==> config.mk <==
export PLATFORM = sky130hd
export DESIGN_NAME = restricted_circular_deque
export DESIGN_NICKNAME = d
export VERILOG_FILES = /design/src/rcd_pkg.sv /design/src/rcd_ctrl.sv /design/src/rcd_datapath.sv /design/src/restricted_circular_deque.sv
export SDC_FILE = /design/constraint.sdc
export NUM_CORES = 1
export LEC_CHECK = 0
export ABC_CLOCK_PERIOD_IN_PS = 13450
export BUFFER_PORTS_ARGS = -buffer_cell sky130_fd_sc_hd__buf_2
export CAP_MARGIN = 5
export CORE_MARGIN = 8
export CORE_UTILIZATION = 65
export DETAILED_ROUTE_END_ITERATION = 10
export PLACE_DENSITY = 0.84
export SETUP_SLACK_MARGIN = 0.2
export SYNTH_ARGS = -nofsm -noshare
export SYNTH_HDL_FRONTEND = slang
export SYNTH_HIERARCHICAL = 1
export SYNTH_SLANG_ARGS = --single-unit
==> constraint.sdc <==
create_clock -name clk -period 13.45 [get_ports clk]
set_clock_uncertainty 0.1 [all_clocks]
set_input_delay 2.0175 -clock clk [delete_from_list [all_inputs] [get_ports clk]]
set_output_delay 2.0175 -clock clk [all_outputs]
set_load 0.005 [all_outputs]
==> src/rcd_pkg.sv <==
// ----------------------------------------------------------------------------
// rcd_pkg
// shared codes, defaults and controller/datapath link types for the
// restricted circular deque
// ----------------------------------------------------------------------------
package rcd_pkg;

    localparam int DEPTH_DEFAULT = 8;
    localparam int WORD_W        = 32;
    localparam int KIND_W        = 3;
    localparam int STATUS_W      = 3;

    // operation kinds
    localparam logic [KIND_W-1:0] KIND_INS_REAR  = 3'd0;
    localparam logic [KIND_W-1:0] KIND_INS_FRONT = 3'd1;
    localparam logic [KIND_W-1:0] KIND_REM_FRONT = 3'd2;
    localparam logic [KIND_W-1:0] KIND_REM_REAR  = 3'd3;
    localparam logic [KIND_W-1:0] KIND_DISPLAY   = 3'd4;

    // result status codes
    localparam logic [STATUS_W-1:0] ST_OK          = 3'd0;
    localparam logic [STATUS_W-1:0] ST_OVERFLOW    = 3'd1;
    localparam logic [STATUS_W-1:0] ST_UNDERFLOW   = 3'd2;
    localparam logic [STATUS_W-1:0] ST_NOT_ALLOWED = 3'd3;
    localparam logic [STATUS_W-1:0] ST_EMPTY_SHOW  = 3'd4;

    // restriction modes
    localparam logic MODE_INPUT_RESTRICTED  = 1'b0;
    localparam logic MODE_OUTPUT_RESTRICTED = 1'b1;

    // controller to datapath
    typedef struct packed {
        logic accept;   // input transaction taken this cycle
        logic advance;  // display moves on to the next word
    } rcd_cmd_t;

    // datapath to controller
    typedef struct packed {
        logic last;     // result held in the output register is the final one
    } rcd_sts_t;

endpackage

==> src/rcd_ctrl.sv <==
// ----------------------------------------------------------------------------
// rcd_ctrl
// handshake controller: takes one input transaction, then holds the
// output channel until the final result has been taken
// ----------------------------------------------------------------------------
module rcd_ctrl
(
    input  logic              clk,
    input  logic              rst_n,
    input  logic              in_valid,
    output logic              in_stall,
    output logic              out_valid,
    input  logic              out_stall,
    input  rcd_pkg::rcd_sts_t sts,
    output rcd_pkg::rcd_cmd_t cmd
);
    import rcd_pkg::*;

    typedef enum logic {
        S_IDLE,
        S_RESP
    } state_t;

    state_t state_reg;
    state_t state_next;
    logic   out_valid_reg;
    logic   out_valid_next;

    always_comb
    begin
        state_next     = state_reg;
        out_valid_next = out_valid_reg;
        cmd.accept     = 1'b0;
        cmd.advance    = 1'b0;
        unique case (state_reg)
            S_IDLE:
            begin
                if (in_valid)
                begin
                    cmd.accept     = 1'b1;
                    state_next     = S_RESP;
                    out_valid_next = 1'b1;
                end
            end
            S_RESP:
            begin
                if (!out_stall)
                begin
                    if (sts.last)
                    begin
                        state_next     = S_IDLE;
                        out_valid_next = 1'b0;
                    end
                    else
                    begin
                        cmd.advance = 1'b1;
                    end
                end
            end
            default:
            begin
                state_next     = S_IDLE;
                out_valid_next = 1'b0;
            end
        endcase
    end

    always_ff @(posedge clk or negedge rst_n)
    begin
        if (!rst_n)
        begin
            state_reg     <= S_IDLE;
            out_valid_reg <= 1'b0;
        end
        else
        begin
            state_reg     <= state_next;
            out_valid_reg <= out_valid_next;
        end
    end

    assign in_stall  = (state_reg != S_IDLE);
    assign out_valid = out_valid_reg;

endmodule

==> src/rcd_datapath.sv <==
// ----------------------------------------------------------------------------
// rcd_datapath
// slot memory, wrapping front/rear pointers, empty mark, mode register
// and the output register
// ----------------------------------------------------------------------------
module rcd_datapath
#(
    parameter int DEPTH = rcd_pkg::DEPTH_DEFAULT
)
(
    input  logic                         clk,
    input  logic                         rst_n,
    input  logic                         cfg_wr_en,
    input  logic                         cfg_wr_data,
    input  logic [rcd_pkg::KIND_W-1:0]   kind,
    input  logic signed [rcd_pkg::WORD_W-1:0] push_value,
    input  rcd_pkg::rcd_cmd_t            cmd,
    output rcd_pkg::rcd_sts_t            sts,
    output logic [rcd_pkg::STATUS_W-1:0] status,
    output logic                         value_valid,
    output logic signed [rcd_pkg::WORD_W-1:0] out_value,
    output logic                         last
);
    import rcd_pkg::*;

    localparam int PTR_W = (DEPTH > 1) ? $clog2(DEPTH) : 1;
    localparam logic [PTR_W-1:0] PTR_MAX = PTR_W'(DEPTH - 1);

    function automatic logic [PTR_W-1:0] ptr_inc(input logic [PTR_W-1:0] p);
        return (p == PTR_MAX) ? '0 : p + 1'b1;
    endfunction

    function automatic logic [PTR_W-1:0] ptr_dec(input logic [PTR_W-1:0] p);
        return (p == '0) ? PTR_MAX : p - 1'b1;
    endfunction

    logic [WORD_W-1:0]   mem [DEPTH];
    logic [WORD_W-1:0]   rd_data_reg;

    logic [PTR_W-1:0]    front_ptr_reg, front_ptr_next;
    logic [PTR_W-1:0]    rear_ptr_reg,  rear_ptr_next;
    logic [PTR_W-1:0]    disp_ptr_reg,  disp_ptr_next;
    logic                is_empty_reg,  is_empty_next;
    logic                mode_reg;
    logic [STATUS_W-1:0] status_reg,    status_next;
    logic                valid_reg,     valid_next;
    logic                last_reg,      last_next;

    logic                allowed;
    logic                full;
    logic                rd_en;
    logic [PTR_W-1:0]    rd_addr;
    logic                wr_en;
    logic [PTR_W-1:0]    wr_addr;

    always_comb
    begin
        unique case (kind)
            KIND_INS_REAR, KIND_REM_FRONT, KIND_DISPLAY: allowed = 1'b1;
            KIND_INS_FRONT: allowed = (mode_reg == MODE_OUTPUT_RESTRICTED);
            KIND_REM_REAR:  allowed = (mode_reg == MODE_INPUT_RESTRICTED);
            default:        allowed = 1'b0;
        endcase
    end

    assign full = !is_empty_reg && (ptr_inc(rear_ptr_reg) == front_ptr_reg);

    always_comb
    begin
        front_ptr_next = front_ptr_reg;
        rear_ptr_next  = rear_ptr_reg;
        disp_ptr_next  = disp_ptr_reg;
        is_empty_next  = is_empty_reg;
        status_next    = status_reg;
        valid_next     = valid_reg;
        last_next      = last_reg;
        rd_en          = 1'b0;
        rd_addr        = front_ptr_reg;
        wr_en          = 1'b0;
        wr_addr        = '0;

        if (cmd.accept)
        begin
            status_next = ST_NOT_ALLOWED;
            valid_next  = 1'b0;
            last_next   = 1'b1;
            if (allowed)
            begin
                case (kind)
                    KIND_INS_REAR, KIND_INS_FRONT:
                    begin
                        if (full)
                        begin
                            status_next = ST_OVERFLOW;
                        end
                        else
                        begin
                            status_next = ST_OK;
                            wr_en       = 1'b1;
                            if (is_empty_reg)
                            begin
                                front_ptr_next = '0;
                                rear_ptr_next  = '0;
                                is_empty_next  = 1'b0;
                                wr_addr        = '0;
                            end
                            else if (kind == KIND_INS_REAR)
                            begin
                                rear_ptr_next = ptr_inc(rear_ptr_reg);
                                wr_addr       = ptr_inc(rear_ptr_reg);
                            end
                            else
                            begin
                                front_ptr_next = ptr_dec(front_ptr_reg);
                                wr_addr        = ptr_dec(front_ptr_reg);
                            end
                        end
                    end
                    KIND_REM_FRONT, KIND_REM_REAR:
                    begin
                        if (is_empty_reg)
                        begin
                            status_next = ST_UNDERFLOW;
                        end
                        else
                        begin
                            status_next = ST_OK;
                            valid_next  = 1'b1;
                            rd_en       = 1'b1;
                            rd_addr     = (kind == KIND_REM_REAR) ? rear_ptr_reg
                                                                  : front_ptr_reg;
                            if (front_ptr_reg == rear_ptr_reg)
                            begin
                                is_empty_next  = 1'b1;
                                front_ptr_next = '0;
                                rear_ptr_next  = '0;
                            end
                            else if (kind == KIND_REM_REAR)
                            begin
                                rear_ptr_next = ptr_dec(rear_ptr_reg);
                            end
                            else
                            begin
                                front_ptr_next = ptr_inc(front_ptr_reg);
                            end
                        end
                    end
                    default:
                    begin
                        // display
                        if (is_empty_reg)
                        begin
                            status_next = ST_EMPTY_SHOW;
                        end
                        else
                        begin
                            status_next   = ST_OK;
                            valid_next    = 1'b1;
                            rd_en         = 1'b1;
                            rd_addr       = front_ptr_reg;
                            disp_ptr_next = front_ptr_reg;
                            last_next     = (front_ptr_reg == rear_ptr_reg);
                        end
                    end
                endcase
            end
        end
        else if (cmd.advance)
        begin
            rd_en         = 1'b1;
            rd_addr       = ptr_inc(disp_ptr_reg);
            disp_ptr_next = ptr_inc(disp_ptr_reg);
            last_next     = (ptr_inc(disp_ptr_reg) == rear_ptr_reg);
        end
    end

    // slot memory
    always_ff @(posedge clk)
    begin
        if (wr_en)
        begin
            mem[wr_addr] <= push_value;
        end
        if (rd_en)
        begin
            rd_data_reg <= mem[rd_addr];
        end
    end

    always_ff @(posedge clk or negedge rst_n)
    begin
        if (!rst_n)
        begin
            front_ptr_reg <= '0;
            rear_ptr_reg  <= '0;
            disp_ptr_reg  <= '0;
            is_empty_reg  <= 1'b1;
            mode_reg      <= MODE_INPUT_RESTRICTED;
            status_reg    <= ST_OK;
            valid_reg     <= 1'b0;
            last_reg      <= 1'b1;
        end
        else
        begin
            front_ptr_reg <= front_ptr_next;
            rear_ptr_reg  <= rear_ptr_next;
            disp_ptr_reg  <= disp_ptr_next;
            is_empty_reg  <= is_empty_next;
            status_reg    <= status_next;
            valid_reg     <= valid_next;
            last_reg      <= last_next;
            if (cfg_wr_en)
            begin
                mode_reg <= cfg_wr_data;
            end
        end
    end

    assign sts.last    = last_reg;
    assign status      = status_reg;
    assign value_valid = valid_reg;
    assign out_value   = valid_reg ? signed'(rd_data_reg) : '0;
    assign last        = last_reg;

endmodule

==> src/restricted_circular_deque.sv <==
// ----------------------------------------------------------------------------
// restricted_circular_deque
// circular double-ended queue of DEPTH signed words with an input- or
// output-restricted operating mode
// ----------------------------------------------------------------------------
// usage:
//   input channel (in_valid / in_stall) carries kind and push_value; output
//   channel (out_valid / out_stall) carries status, value_valid, out_value
//   and last. a transaction moves on a rising edge with valid high, stall low.
//   cfg_wr_en / cfg_wr_data set the mode: 0 input-restricted, 1 output-
//   restricted; write it only while the block is idle.
//   the first result is presented in the cycle after the input transaction.
//   insert, remove and errors give one result. display gives one result
//   per stored word, one per cycle while the receiver does not stall, read
//   in turn from the single-port slot memory. in_stall stays high until
//   the result marked last is taken. a receiver stall holds the current result
//   and freezes the display walk.
//   reset: queue empty, pointers at slot 0, mode input-restricted, no
//   clearing pass; slot contents are undefined until written.
// ----------------------------------------------------------------------------
module restricted_circular_deque
#(
    parameter int DEPTH = rcd_pkg::DEPTH_DEFAULT
)
(
    input  logic                              clk,
    input  logic                              rst_n,
    input  logic                              cfg_wr_en,
    input  logic                              cfg_wr_data,
    input  logic                              in_valid,
    output logic                              in_stall,
    input  logic [rcd_pkg::KIND_W-1:0]        kind,
    input  logic signed [rcd_pkg::WORD_W-1:0] push_value,
    output logic                              out_valid,
    input  logic                              out_stall,
    output logic [rcd_pkg::STATUS_W-1:0]      status,
    output logic                              value_valid,
    output logic signed [rcd_pkg::WORD_W-1:0] out_value,
    output logic                              last
);
    import rcd_pkg::*;

    rcd_cmd_t cmd;
    rcd_sts_t sts;

    rcd_ctrl u_ctrl
    (
        .clk       (clk),
        .rst_n     (rst_n),
        .in_valid  (in_valid),
        .in_stall  (in_stall),
        .out_valid (out_valid),
        .out_stall (out_stall),
        .sts       (sts),
        .cmd       (cmd)
    );

    rcd_datapath #(
        .DEPTH (DEPTH)
    ) u_datapath
    (
        .clk         (clk),
        .rst_n       (rst_n),
        .cfg_wr_en   (cfg_wr_en),
        .cfg_wr_data (cfg_wr_data),
        .kind        (kind),
        .push_value  (push_value),
        .cmd         (cmd),
        .sts         (sts),
        .status      (status),
        .value_valid (value_valid),
        .out_value   (out_value),
        .last        (last)
    );

endmodule

-- Word level (Yosys, flattened, before mapping)
Memory sizes are Yosys's and may differ from the RTL's. A register that Yosys moved wholly into a read port is not among the register bits.
Cells that the tools add are included.
- bits of input ports: 41
- memories kept: 1
- word-level logic and storage cells: 130
- output and inout port bits: 39
- register bits after elaboration: 18
- bits in writable memories: 256
- memory list (memory ; depth ; width ; read ports ; clocked after memory_dff ; wr ports ; line ; text):
    u_datapath.mem ; 8 ; 32 ; 1 ; 1 ; 1 ; rcd_datapath.sv:37 ; logic [WORD_W-1:0] mem [DEPTH];
- reduce and logical (&&, ||, !) cells: 16
- add/sub/neg operators: 5
- equality and inequality tests: 22
- bitwise gates (word level): 2
- muxes and demuxes: 74
- operators with widths (operator ; count):
    3-bit 2-to-1 mux ; 36
    32-bit 2-to-1 mux ; 1
    1-bit 2-to-1 mux ; 29
    3-bit case mux with 2 select lines ; 3
    7-bit AND reduction ; 2
    3-bit equality test (second input constant) ; 4
    2-bit inequality test (second input constant) ; 6
    3-bit by 1-bit adder with 3-bit output (second input constant) ; 3
    3-bit equality test ; 3
    3-bit logical NOT ; 3
    4-bit AND reduction ; 2
    3-bit by 2-bit equality test with 1-bit output (second input constant) ; 2
    3-bit by 1-bit inequality test with 1-bit output (second input constant) ; 2
    1-bit case mux with 2 select lines ; 3
    3-bit by 1-bit subtractor with 3-bit output (second input constant) ; 2
    2-bit by 1-bit inequality test with 1-bit output (second input constant) ; 2
    2-bit nonzero test ; 2
    2-bit OR reduction ; 2
    4-bit OR reduction ; 1
    3-bit by 1-bit equality test with 1-bit output (second input constant) ; 1
    3-bit by 2-bit inequality test with 1-bit output (second input constant) ; 1
    3-bit inequality test (second input constant) ; 1
    1-bit case mux with 3 select lines ; 1
    3-bit AND reduction ; 1
    other kinds (5) ; 6

-- Longest topological paths before layout
Gate-level depths: netlist of run 1.
- depth in word-level cells: 10
- mapped depth: 10
- gate-level depth less buffers: 8

-- Hierarchy
The synthesis of run 1 kept the hierarchy.
- modules (own cells, without submodules) (module ; area an instance (um2) ; sequential area each (um2) ; instances ; cells an instance):
    rcd_datapath ; 12901.1 ; 9051.2 ; 1 ; 759
    rcd_ctrl ; 91.3 ; 50.0 ; 1 ; 8

-- Worst setup path before layout of run 1
Ideal clock, no wire load.
- path kind: in2reg
- from: input in_valid
- to: memory u_datapath.mem[1][0] (enable)
- path buffers: 1
- path slack: 7524 ps
- required time: 12889 ps
- library setup time: 461 ps
- stages: 6
- data arrival time: 5365 ps
- cell sequence: nor2b_1 -> buf_2 -> o221ai_4 -> nor4_1 -> nand2_1 -> nor3_1
- longest elaborated chain between the ends: 5
- elaborated cells on any way between the ends: 6
- classes of those cells: mux (6)
- RTL lines (element ; line ; text):
    start: declaration ; restricted_circular_deque.sv:30 ; input logic in_valid,
    1-bit 2-to-1 mux (*) ; rcd_ctrl.sv:38 ; if (in_valid)
    1-bit 2-to-1 mux (*) ; rcd_ctrl.sv:35 ; unique case (state_reg)
    1-bit 2-to-1 mux ; rcd_datapath.sv:82 ; if (cmd.accept)
    1-bit 2-to-1 mux ; rcd_datapath.sv:180 ; if (wr_en)
    1-bit 2-to-1 mux (not written as such) ; rcd_datapath.sv:182 ; mem[wr_addr] <= push_value;
    end: declaration ; rcd_datapath.sv:37 ;
Mark *: on every way between the ends. The rest lies on a longest branch, timed or not.

-- Worst setup path in the final report of run 1
- from: input kind[2] in the netlist's numbering
- to: memory u_datapath.mem[1][21] (enable)
- longest elaborated chain between the ends: 7
- elaborated cells on any way between the ends: 19
- classes of those cells: eq/ne (4); mux (12); reduce/logical (3)
- RTL lines (element ; line ; text):
    start: declaration ; restricted_circular_deque.sv:32 ; input logic [rcd_pkg::KIND_W-1:0] kind,
    3-bit equality test, or another cell as far along ; rcd_datapath.sv:58 ; unique case (kind)
    3-bit OR reduction, or another cell as far along ; rcd_datapath.sv:58 ;
    1-bit case mux with 3 select lines, or another cell as far along ; rcd_datapath.sv:58 ;
    1-bit 2-to-1 mux / 3-bit 2-to-1 mux (equally long branches) ; rcd_datapath.sv:87, rcd_datapath.sv:92 ;
    1-bit 2-to-1 mux / 3-bit 2-to-1 mux (equally long branches) ; rcd_datapath.sv:82, rcd_datapath.sv:89 ;
    1-bit 2-to-1 mux / 3-bit 2-to-1 mux (equally long branches) ; rcd_datapath.sv:180, rcd_datapath.sv:87 ;
    1-bit 2-to-1 mux (not written as such) / 3-bit 2-to-1 mux (equally long branches) ; rcd_datapath.sv:182, rcd_datapath.sv:82 ;
Several ways; a longest one is shown, not always the timed one.

==> results of run 1 <==
cells in the mapped netlist (3+ instances only):
cell type / count
a211oi_1: 3
a21oi_1: 17
a31oi_1: 3
and2_1: 33
buf_12: 6
buf_2: 7
buf_4: 3
buf_6: 13
clkbuf_1: 10
dfrtp_1: 16
edfxtp_1: 288
ha_1: 10
inv_1: 13
mux2_2: 32
mux2i_1: 197
nand2_1: 17
nand3_1: 3
nor2_1: 22
nor2b_1: 4
nor3_1: 9
nor4_1: 5
o21ai_0: 14
o22ai_1: 4
xnor2_1: 6
critical path: stages:
cell      delay, ps
buf_2           190
a21oi_1         350
o221ai_4        240
nor4_1          690
nand2_1         350
nor3_2          530
buf_4           500
report_power, final:
part	leakage (nW)	switching, mW	total, mW	internal, mW
clock network	0.425	0.329	0.744	0.414
registers	2.81	0.0523	1.20	1.15
logic	1.87	0.524	0.958	0.434
total	5.10	0.906	2.91	2.00
logic make-up after synthesis:
| family | Yosys count |
|---|---|
| flops | 306 |
| fa+ha+maj | 10 |
| compound gates | 57 |
| simple gates | 105 |
| buf+inv | 52 |
| mux | 229 |
| xor+xnor | 8 |
per-stage QoR:
step	hold WS [ps]	utilization, %
final	421	73.9
after global routing	446	73.9
after CTS	422	73.9
after detailed placement	414	69.5
after global placement	373	69.5
after floorplan	354	-
how the worst min path moves through the flow:
| stage | start | endpoint | slack [ps] | cells after the start |
|---|---|---|---|---|
| after floorplan | u_datapath/disp_ptr_reg[1] | u_datapath/disp_ptr_reg[1] | 350 | 2 |
| after global placement | u_datapath/disp_ptr_reg[1] | u_datapath/disp_ptr_reg[1] | 370 | 2 |
| after detailed placement | u_ctrl/in_stall | u_ctrl/out_valid | 410 | 1 |
| after CTS | u_ctrl/in_stall | u_ctrl/out_valid | 420 | 1 |
| after global routing | u_datapath/disp_ptr_reg[2] | u_datapath/disp_ptr_reg[2] | 450 | 2 |
| final | u_ctrl/in_stall | u_ctrl/out_valid | 420 | 1 |
layout make-up:
cell class	instances	area [um^2]	area share [%]
Timing Repair Buffer	93	513	3.55
Clock inverter	16	114	0.789
Sequential cell	306	9100	63.1
Tap cell	265	332	2.30
Inverter	13	48.8	0.338
Clock buffer	35	748	5.18
Multi-Input combinational cell	409	3570	24.8
metal layers:
layer,share of wire [%],vias up
met5,0.11,-
met1,40,3427
met3,5.9,57
met2,52,225
met4,2.5,4
li1,-,3117
==> run_results.csv, run 1 <==
group,metric,value,unit
synth,synth_fp_nets,818,
clock_network,cts_sinks,306,
synth,synth_top_family_by_area,"multiplexers",
timing,drv_slew,0,
cells_and_area,area_delta_synth_final,11.1,%
power,p_per_area,201,mW/mm^2
clock_network,cts_made_buffers,29,
setup_path,r2r-end,"u_datapath/mem[1][21]",
synth,synth_top_area_share,66.6,%
timing,rsz0062_at_grt,"no",
job,cap_violations,0,
cells_and_area,final_cells,1137,
setup_path,critPathCaptureType,"register",
place,place_ws,8180,ps
synth,synth_mux_area_share,18.0,%
cells_and_area,fillers,1163,
grt,grt_use_met2,37.3,%
place,dp.cells,1086,
detailed_routing,wl_per_cell,22.2,um
floorplanning,dieArea,0.0248,mm^2
run_status,status,"complete, no violations",
setup_path,ff2ff_path_depth,8,
timing,max_freq,209,MHz
setup_path,crit_required,13540,ps
setup_path,crit_fanout,27,
synth,syn_avg_cell_area,16.9,um^2
floorplanning,die_x,157,um
place,dp_hpwl,14300,um
timing,timing.final.crit_share,35.5,%
clock_network,postCtsSetupRepairBufs,0,
synth,seq_area_frac_synth,70.1,%
synth,synth-edff-count,288,
timing,min_period,4780,ps
setup_path,startpoint,"kind[2]",
place,gp_congestion,0.922,
synth,synth-seq-cells,306,
timing,fin_ws,8670,ps
synth,syn_area,0.0130,mm^2
cells_and_area,largest_reg_flops,256,
power,p_leak,5.10,nW
cells_and_area,nets,903,
clock_network,cts_buffer_depth,3,
grt,met3_usage,3.43,%
floorplanning,initial_core_util,66.5,%
detailed_routing,vias_per_cell,6.01,
grt,top_usage_layer,"met2",
timing,slew_headroom,23.2,%
detailed_routing,ant_nets,0,
timing,setup_viol,0,
clock_network,hold_buffers,0,
cells_and_area,n_antenna_cell,0,
clock_network,cts_tree,"built",
setup_path,critPathKind,"input port to register",
power,vdd_drop_max,177,uV
timing,tightest_slew,1150,ps
grt,grt_use_total,20.8,%
clock_network,cts_resized,0,
grt,met1_usage,25.0,%
synth,yosysTopAreaCell,"edfxtp_1",
floorplanning,pin_count,80,
cells_and_area,layout_common_cells,"edfxtp_1 (288), mux2i_1 (197), buf_2 (79)",
synth,synth_cells,767,
synth,synthArstFlopShare,5.88,%
synth,synth_warnings,6,
setup_path,reg2reg_slack,9590,ps
floorplanning,rows,51,
power,power,2.91,mW
synth,ys.flop_type,"edfxtp_1",
setup_path,critPathLaunchType,"input port",
grt,grt_pass1_wl,39300,um
detailed_routing,via_count,6830,
clock_network,htreeDepth,1,
floorplanning,coreArea,0.0195,mm^2
timing,fin_tns_setup,0,ps
setup_path,r2r_start,"u_datapath/rear_ptr_reg[0]",
synth,synth_xor_area_share,0.539,%
synth,synthTopCellsByArea,"edfxtp_1 (67%), mux2i_1 (15%), dfrtp_1 (3.1%), mux2_2 (2.8%), and2_1 (1.6%)",
place,port_buffers,79,
floorplanning,die_h,157,um
clock_network,clk_pin_slew_worst_paths,60,ps
synth,synth.distinct_cells,48,
cells_and_area,layout_commonest_cell,"edfxtp_1",
detailed_routing,drc,0,
synth,synth_compound_area_share,2.99,%
setup_path,critPathArrivalTime,4870,ps
clock_network,cts_root_buffer,"clkbuf_16",
synth,synthSimpleGateAreaFrac,4.35,%
detailed_routing,wl,25200,um
cells_and_area,design_area,0.0144,mm^2
synth,synth-adder-area-share,0.963,%
grt,grt_max_degree,129,
grt,antenna_found_initial,2,
detailed_routing,drt-initial-drc-count,435,
cells_and_area,drive_above_1_share,20.9,%
timing,hold_viol,0,
min_path,min_path_type,"register to register",
place,placed_cell_area,0.0136,mm^2
setup_path,critPathCapture,"u_datapath/mem[1][21]",
grt,grt_pass1_vias,7273,
detailed_routing,dr.pass1.iters,5,
clock_network,clock_latency,560,ps
grt,grt.overflow.total,0,
Note: power is estimated with default switching activity, not from simulation.
==> inputs of run 2 (changes only) <==
--- a/config.mk
+++ b/config.mk
@@ -5,13 +5,13 @@
 export SDC_FILE = /design/constraint.sdc
 export NUM_CORES = 1
 export LEC_CHECK = 0
-export ABC_CLOCK_PERIOD_IN_PS = 13450
+export ABC_CLOCK_PERIOD_IN_PS = 4560
 export BUFFER_PORTS_ARGS = -buffer_cell sky130_fd_sc_hd__buf_2
 export CAP_MARGIN = 5
 export CORE_MARGIN = 8
-export CORE_UTILIZATION = 65
+export CORE_UTILIZATION = 61
 export DETAILED_ROUTE_END_ITERATION = 10
-export PLACE_DENSITY = 0.84
+export PLACE_DENSITY = 0.8
 export SETUP_SLACK_MARGIN = 0.2
 export SYNTH_ARGS = -nofsm -noshare
 export SYNTH_HDL_FRONTEND = slang
==> constraint.sdc (replaced) <==
create_clock -name clk -period 4.56 [get_ports clk]
set_clock_uncertainty 0.1 [all_clocks]
set_input_delay 0.684 -clock clk [delete_from_list [all_inputs] [get_ports clk]]
set_output_delay 0.684 -clock clk [all_outputs]
set_load 0.005 [all_outputs]
==> run_results.csv, run 2 (synthesis gave the netlist of run 1 again) <==
group,metric,value,unit
cells_and_area,final_cells,1164,
grt,grt_pass1_wl,38800,um
setup_path,path_cells,"nor2b_1, nor2b_1, a211oi_1, a311oi_4, buf_12, mux2i_1, mux2i_1, mux2_2",
clock_network,cts_buffer_depth,3,
timing,timing.final.crit_share,75.3,%
grt,antenna_found_initial,2,
min_path,min_path_type,"input port to register",
setup_path,critPathLaunchType,"register",
detailed_routing,ant_nets,0,
clock_network,clk_pin_slew_worst_paths,60,ps
detailed_routing,wl,24800,um
timing,rsz0062_at_grt,"no",
power,vdd_drop_max,332,uV
clock_network,cts_made_buffers,30,
cells_and_area,largest_reg_flops,256,
setup_path,critPathCaptureType,"register",
place,placed_cell_area,0.0137,mm^2
place,place_ws,751,ps
cells_and_area,nets,915,
timing,fin_ws,1130,ps
detailed_routing,drt-initial-drc-count,481,
grt,grt_max_degree,73,
cells_and_area,layout_commonest_cell,"edfxtp_1",
cells_and_area,drive_above_1_share,22.2,%
timing,slew_headroom,30.7,%
floorplanning,coreArea,0.0210,mm^2
clock_network,htreeDepth,1,
clock_network,cts_sinks,306,
place,dp.cells,1106,
place,dp_hpwl,14800,um
place,gp_congestion,0.849,
timing,hold_viol,0,
detailed_routing,vias_per_cell,5.79,
power,p_leak,5.20,nW
setup_path,slowest_stage,"nor2b_1",
power,p_per_area,590,mW/mm^2
timing,drv_slew,0,
floorplanning,die_h,162,um
clock_network,cts_root_buffer,"clkbuf_16",
cells_and_area,layout_common_cells,"edfxtp_1 (288), mux2i_1 (197), buf_2 (79)",
timing,min_period,3430,ps
cells_and_area,fillers,1385,
clock_network,clock_latency,540,ps
timing,fin_tns_setup,0,ps
detailed_routing,drc,0,
floorplanning,die_x,162,um
detailed_routing,via_count,6739,
setup_path,crit_required,4750,ps
cells_and_area,final_util,69.9,%
cells_and_area,area_delta_synth_final,12.7,%
setup_path,critPathKind,"register to register",
setup_path,slowest_delay,510,ps
timing,max_freq,291,MHz
grt,grt.overflow.total,0,
timing,tightest_slew,1040,ps
detailed_routing,wl_per_cell,21.3,um
job,cap_violations,0,
floorplanning,dieArea,0.0262,mm^2
floorplanning,rows,53,
grt,grt_pass1_vias,7095,
clock_network,cts_tree,"built",
detailed_routing,dr.pass1.iters,4,
timing,setup_viol,0,
floorplanning,pin_count,80,
cells_and_area,design_area,0.0146,mm^2
floorplanning,initial_core_util,62.0,%
run_status,status,"complete, no violations",
setup_path,crit_fanout,72,
grt,grt_use_total,19.1,%
setup_path,critPathArrivalTime,3630,ps
place,port_buffers,79,
clock_network,postCtsSetupRepairBufs,0,
run 2: cell count changes in the layout (fill, tap and decap cells not counted), sizes merged:
cell,previous run,this run
buf,93,103
clkbuf,35,37
clkinv,14,15
clkinvlp,0,1
diode,0,1
dlygate4sd3,0,1
inv,14,15
run 2: per-layer routing:
metal | GRT usage (%) | wire (um)
met5 | 0 | 13
met3 | 3.57 | 1430
met1 | 23.1 | 9960
met4 | 5.89 | 522
met2 | 34.0 | 12800
run 2: timing repair:
item / 4_1_cts / 5_1_grt
hold endpoints to repair: 16 / 0
hold buffers: 1 / 0
gates resized for setup: 0 / 0
run 2: where the power goes:
group	leakage [nW]	internal, mW	total [mW]	switching (mW)
clock	0.454	1.30	2.29	0.986
sequential	2.81	3.40	3.58	0.182
combinational	1.94	1.31	2.77	1.47
run 2: through the flow:
step / hold slack, ps / power [mW]
finish: 229 / 8.64
global route: 212 / 9.05
CTS: 207 / 8.71
detailed placement: 401 / 6.42
global placement: 369 / 6.30
floorplan: 288 / 5.87
run 2: worst max-delay path, delay by kind of cell (launching register included):
kind / cells / cell delay [ps]
muxes: 3 / 710
AOI/OAI and AO/OA: 2 / 550
buffers and inverters: 1 / 450
and+or+nand+nor: 2 / 910
DFF: 1 / 410
run 2: path summary, 6_finish.rpt:
kind,startpoint,end,slack (ps),cells past startpoint
hold reg to reg,u_ctrl/in_stall,u_ctrl/out_valid,400,1
hold / removal,cfg_wr_en,u_datapath/mode_reg,230,2
max in group asynchronous,rst_n,u_datapath/last,3520,2
setup / recovery,u_ctrl/in_stall,u_datapath/rd_data_reg[29],1130,8
min in group asynchronous,rst_n,u_ctrl/out_valid,500,2
setup reg to reg,u_ctrl/in_stall,u_datapath/rd_data_reg[29],1130,8
run 2: cell type report:
type	instances	area, um^2	area share (%)
sequential	306	9100	62.1
multi-input combinational	409	3590	24.5
clock buffer	37	798	5.45
timing repair buffer	104	636	4.34
tap	275	344	2.35
clock inverter	19	126	0.863
inverter	13	48.8	0.333
antenna	1	2.50	0.0171
==> inputs of run 3 (changes only) <==
--- a/config.mk
+++ b/config.mk
@@ -5,7 +5,8 @@
 export SDC_FILE = /design/constraint.sdc
 export NUM_CORES = 1
 export LEC_CHECK = 0
-export ABC_CLOCK_PERIOD_IN_PS = 4560
+export ABC_AREA = 1
+export ABC_CLOCK_PERIOD_IN_PS = 3200
 export BUFFER_PORTS_ARGS = -buffer_cell sky130_fd_sc_hd__buf_2
 export CAP_MARGIN = 5
 export CORE_MARGIN = 8
==> constraint.sdc (replaced) <==
create_clock -name clk -period 3.2 [get_ports clk]
set_clock_uncertainty 0.1 [all_clocks]
set_input_delay 0.48 -clock clk [delete_from_list [all_inputs] [get_ports clk]]
set_output_delay 0.48 -clock clk [all_outputs]
set_load 0.005 [all_outputs]
==> run_results.csv, run 3 <==
group,metric,value,unit
setup_path,critPathArrivalTime,2900,ps
timing,hold_ws,48.4,ps
grt,grt.overflow.total,0,
cells_and_area,final_util,70.8,%
power,vdd_drop_max,740,uV
timing,setup_viol,0,
synth,syn_avg_cell_area,9.76,um^2
run_status,violations,"DRC",
setup_path,crit_fanout,13,
detailed_routing,drc,1,
detailed_routing,wl_per_cell,16.7,um
floorplanning,rows,55,
cells_and_area,largest_reg_flops,256,
timing,tightest_slew,830,ps
synth,synthTopCellsByArea,"edfxtp_1 (62%), nand2_1 (10%), nand3_1 (9.6%), inv_1 (8.4%), dfrtp_1 (2.8%)",
power,p_leak,7.55,nW
timing,drv_slew,0,
clock_network,htreeDepth,1,
cells_and_area,layout_commonest_cell,"nand2_1",
setup_path,r2r_start,"u_datapath/rear_ptr_reg[0]",
grt,antenna_found_initial,0,
job,cap_violations,0,
place,dp_hpwl,19100,um
synth,synth_commonest_cells,"nand2_1 (380), inv_1 (316), edfxtp_1 (288)",
timing,max_freq,360,MHz
setup_path,crit_required,3320,ps
setup_path,critical_path_buf_inv_count,3,
synth,synth_warnings,6,
clock_network,cts_made_buffers,30,
floorplanning,initial_core_util,62.1,%
setup_path,worst-path-stages,12,
timing,rsz0062_at_grt,"no",
floorplanning,dieArea,0.0282,mm^2
timing,slew_headroom,44.6,%
place,gp_congestion,0.870,
clock_network,cts_tree,"built",
cells_and_area,fillers,1602,
timing,fin_ws,424,ps
setup_path,critPathKind,"register to register",
grt,grt_pass1_vias,9687,
floorplanning,die_h,168,um
cells_and_area,nets,1577,
setup_path,critPathCapture,"u_datapath/mem[4][10]",
clock_network,cts_buffer_depth,3,
min_path,min_from,"cfg_wr_en",
synth,synth_fp_nets,1492,
timing,fin_tns_setup,0,ps
detailed_routing,vias_per_cell,5.38,
run_status,status,"finished, violations left",
clock_network,cts_sinks,306,
cells_and_area,layout.area.seq,0.00910,mm^2
synth,synth-edff-count,288,
timing,min_period,2780,ps
setup_path,critPathCaptureType,"register",
setup_path,ff2ff_path_depth,12,
floorplanning,coreArea,0.0226,mm^2
synth,syn_area,0.0141,mm^2
min_path,min_path_type,"input port to register",
floorplanning,die_x,168,um
setup_path,path_cells,"inv_1, ha_1, inv_1, o21ai_0, nor2_1, nand3_1, nand2_1, nor2_4, nand2_1, nand3_1, nor2_4, buf_4",
setup_path,r2r-end,"u_datapath/mem[4][10]",
grt,grt_pass1_wl,49700,um
clock_network,clock_latency,550,ps
synth,seq_area_frac_synth,64.7,%
synth,synth.distinct_cells,33,
setup_path,critPathTopFamily,"simple AND/OR/NAND/NOR gates",
clock_network,postCtsSetupRepairBufs,0,
clock_network,cts_root_buffer,"clkbuf_16",
setup_path,startpoint,"u_datapath/rear_ptr_reg[0]",
place,port_buffers,79,
place,place_ws,129,ps
synth,yosysTopAreaCell,"edfxtp_1",
power,p_per_area,859,mW/mm^2
detailed_routing,ant_nets,0,
setup_path,slowest_delay,500,ps
synth,synth.most_common_cell,"nand2_1",
synth,synth-seq-cells,306,
synth,synthArstFlopShare,5.88,%
detailed_routing,via_count,9875,
detailed_routing,wl,30700,um
grt,grt_use_total,21.7,%
synth,synth_cells,1441,
cells_and_area,layout_common_cells,"nand2_1 (377), inv_1 (316), edfxtp_1 (288)",
clock_network,clk_pin_slew_worst_paths,60,ps
synth,ys.flop_type,"edfxtp_1",
setup_path,critPathLaunchType,"register",
synth,synth_top_area_share,61.5,%
floorplanning,pin_count,80,
grt,grt_max_degree,70,
setup_path,reg2reg_slack,420,ps
cells_and_area,n_antenna_cell,0,
detailed_routing,drt-initial-drc-count,779,
cells_and_area,multiInputGateArea,0.00350,mm^2
setup_path,slowest_stage,"dfrtp_1",
cells_and_area,drive_above_1_share,12.1,%
timing,hold_viol,0,
detailed_routing,dr.pass1.iters,8,
cells_and_area,area_delta_synth_final,14.0,%
timing,timing.final.crit_share,86.8,%
## run 3: how the worst min path moves through the flow
stage                          end  slack [ps]  cells past startpoint
4_1_cts        u_datapath/mode_reg          20                      2
6_report       u_datapath/mode_reg          50                      2
3_3_place_gp   u_datapath/mode_reg         340                      1
3_5_place_dp   u_datapath/mode_reg         350                      1
5_1_grt        u_datapath/mode_reg          60                      2
2_1_floorplan      u_ctrl/in_stall          80                      0
## run 3: power by group
group          total [mW]  switching, mW  internal, mW  leakage, nW
Sequential           5.03          0.187          4.84         2.81
Combinational        5.29           3.53          1.76         4.26
Clock                3.44           1.41          2.03        0.477
## run 3: timing repair
item                                    CTS  global route
hold buffers                              1             0
endpoints found under the setup margin   98           167
resized for setup                         1             3
endpoints found under the hold margin    16             0
## run 3: final cells by class
| class | instances | area share, % |
|---|---|---|
| Sequential cell | 306 | 56.8 |
| Multi-Input combinational cell | 748 | 21.9 |
| Inverter | 319 | 7.47 |
| Timing Repair Buffer | 121 | 5.57 |
| Clock buffer | 41 | 5.13 |
| Tap cell | 285 | 2.23 |
| Clock inverter | 15 | 0.953 |
## run 3: per-stage QoR
| step | power, mW | instances | area, um^2 |
|---|---|---|---|
| finish | 13.8 | 1835 | 16000 |
| global route | 14.7 | 1835 | 16000 |
| CTS | 13.8 | 1835 | 16000 |
| detailed placement | 10.3 | 1778 | 15000 |
| global placement | 10.2 | 1778 | 15000 |
| floorplan | 8.80 | 1441 | 14100 |
## run 3: per-layer routing
metal / GRT usage, % / up-vias / routed length, um
li1: - / 4774 / -
met1: 29.0 / 4642 / 12800
met2: 36.5 / 423 / 14900
met3: 3.72 / 36 / 2540
met4: 5.86 / 0 / 480
met5: 0 / - / 0
## run 3: kinds of logic after synthesis
| logic type | count (synthesis) | share of synthesized area, % |
|---|---|---|
| compound gates | 36 | 1.49 |
| simple gates | 695 | 21.3 |
| fa+ha+maj | 10 | 0.890 |
| flops | 306 | 64.7 |
| buf+inv | 387 | 11.1 |
| xor+xnor | 7 | 0.436 |
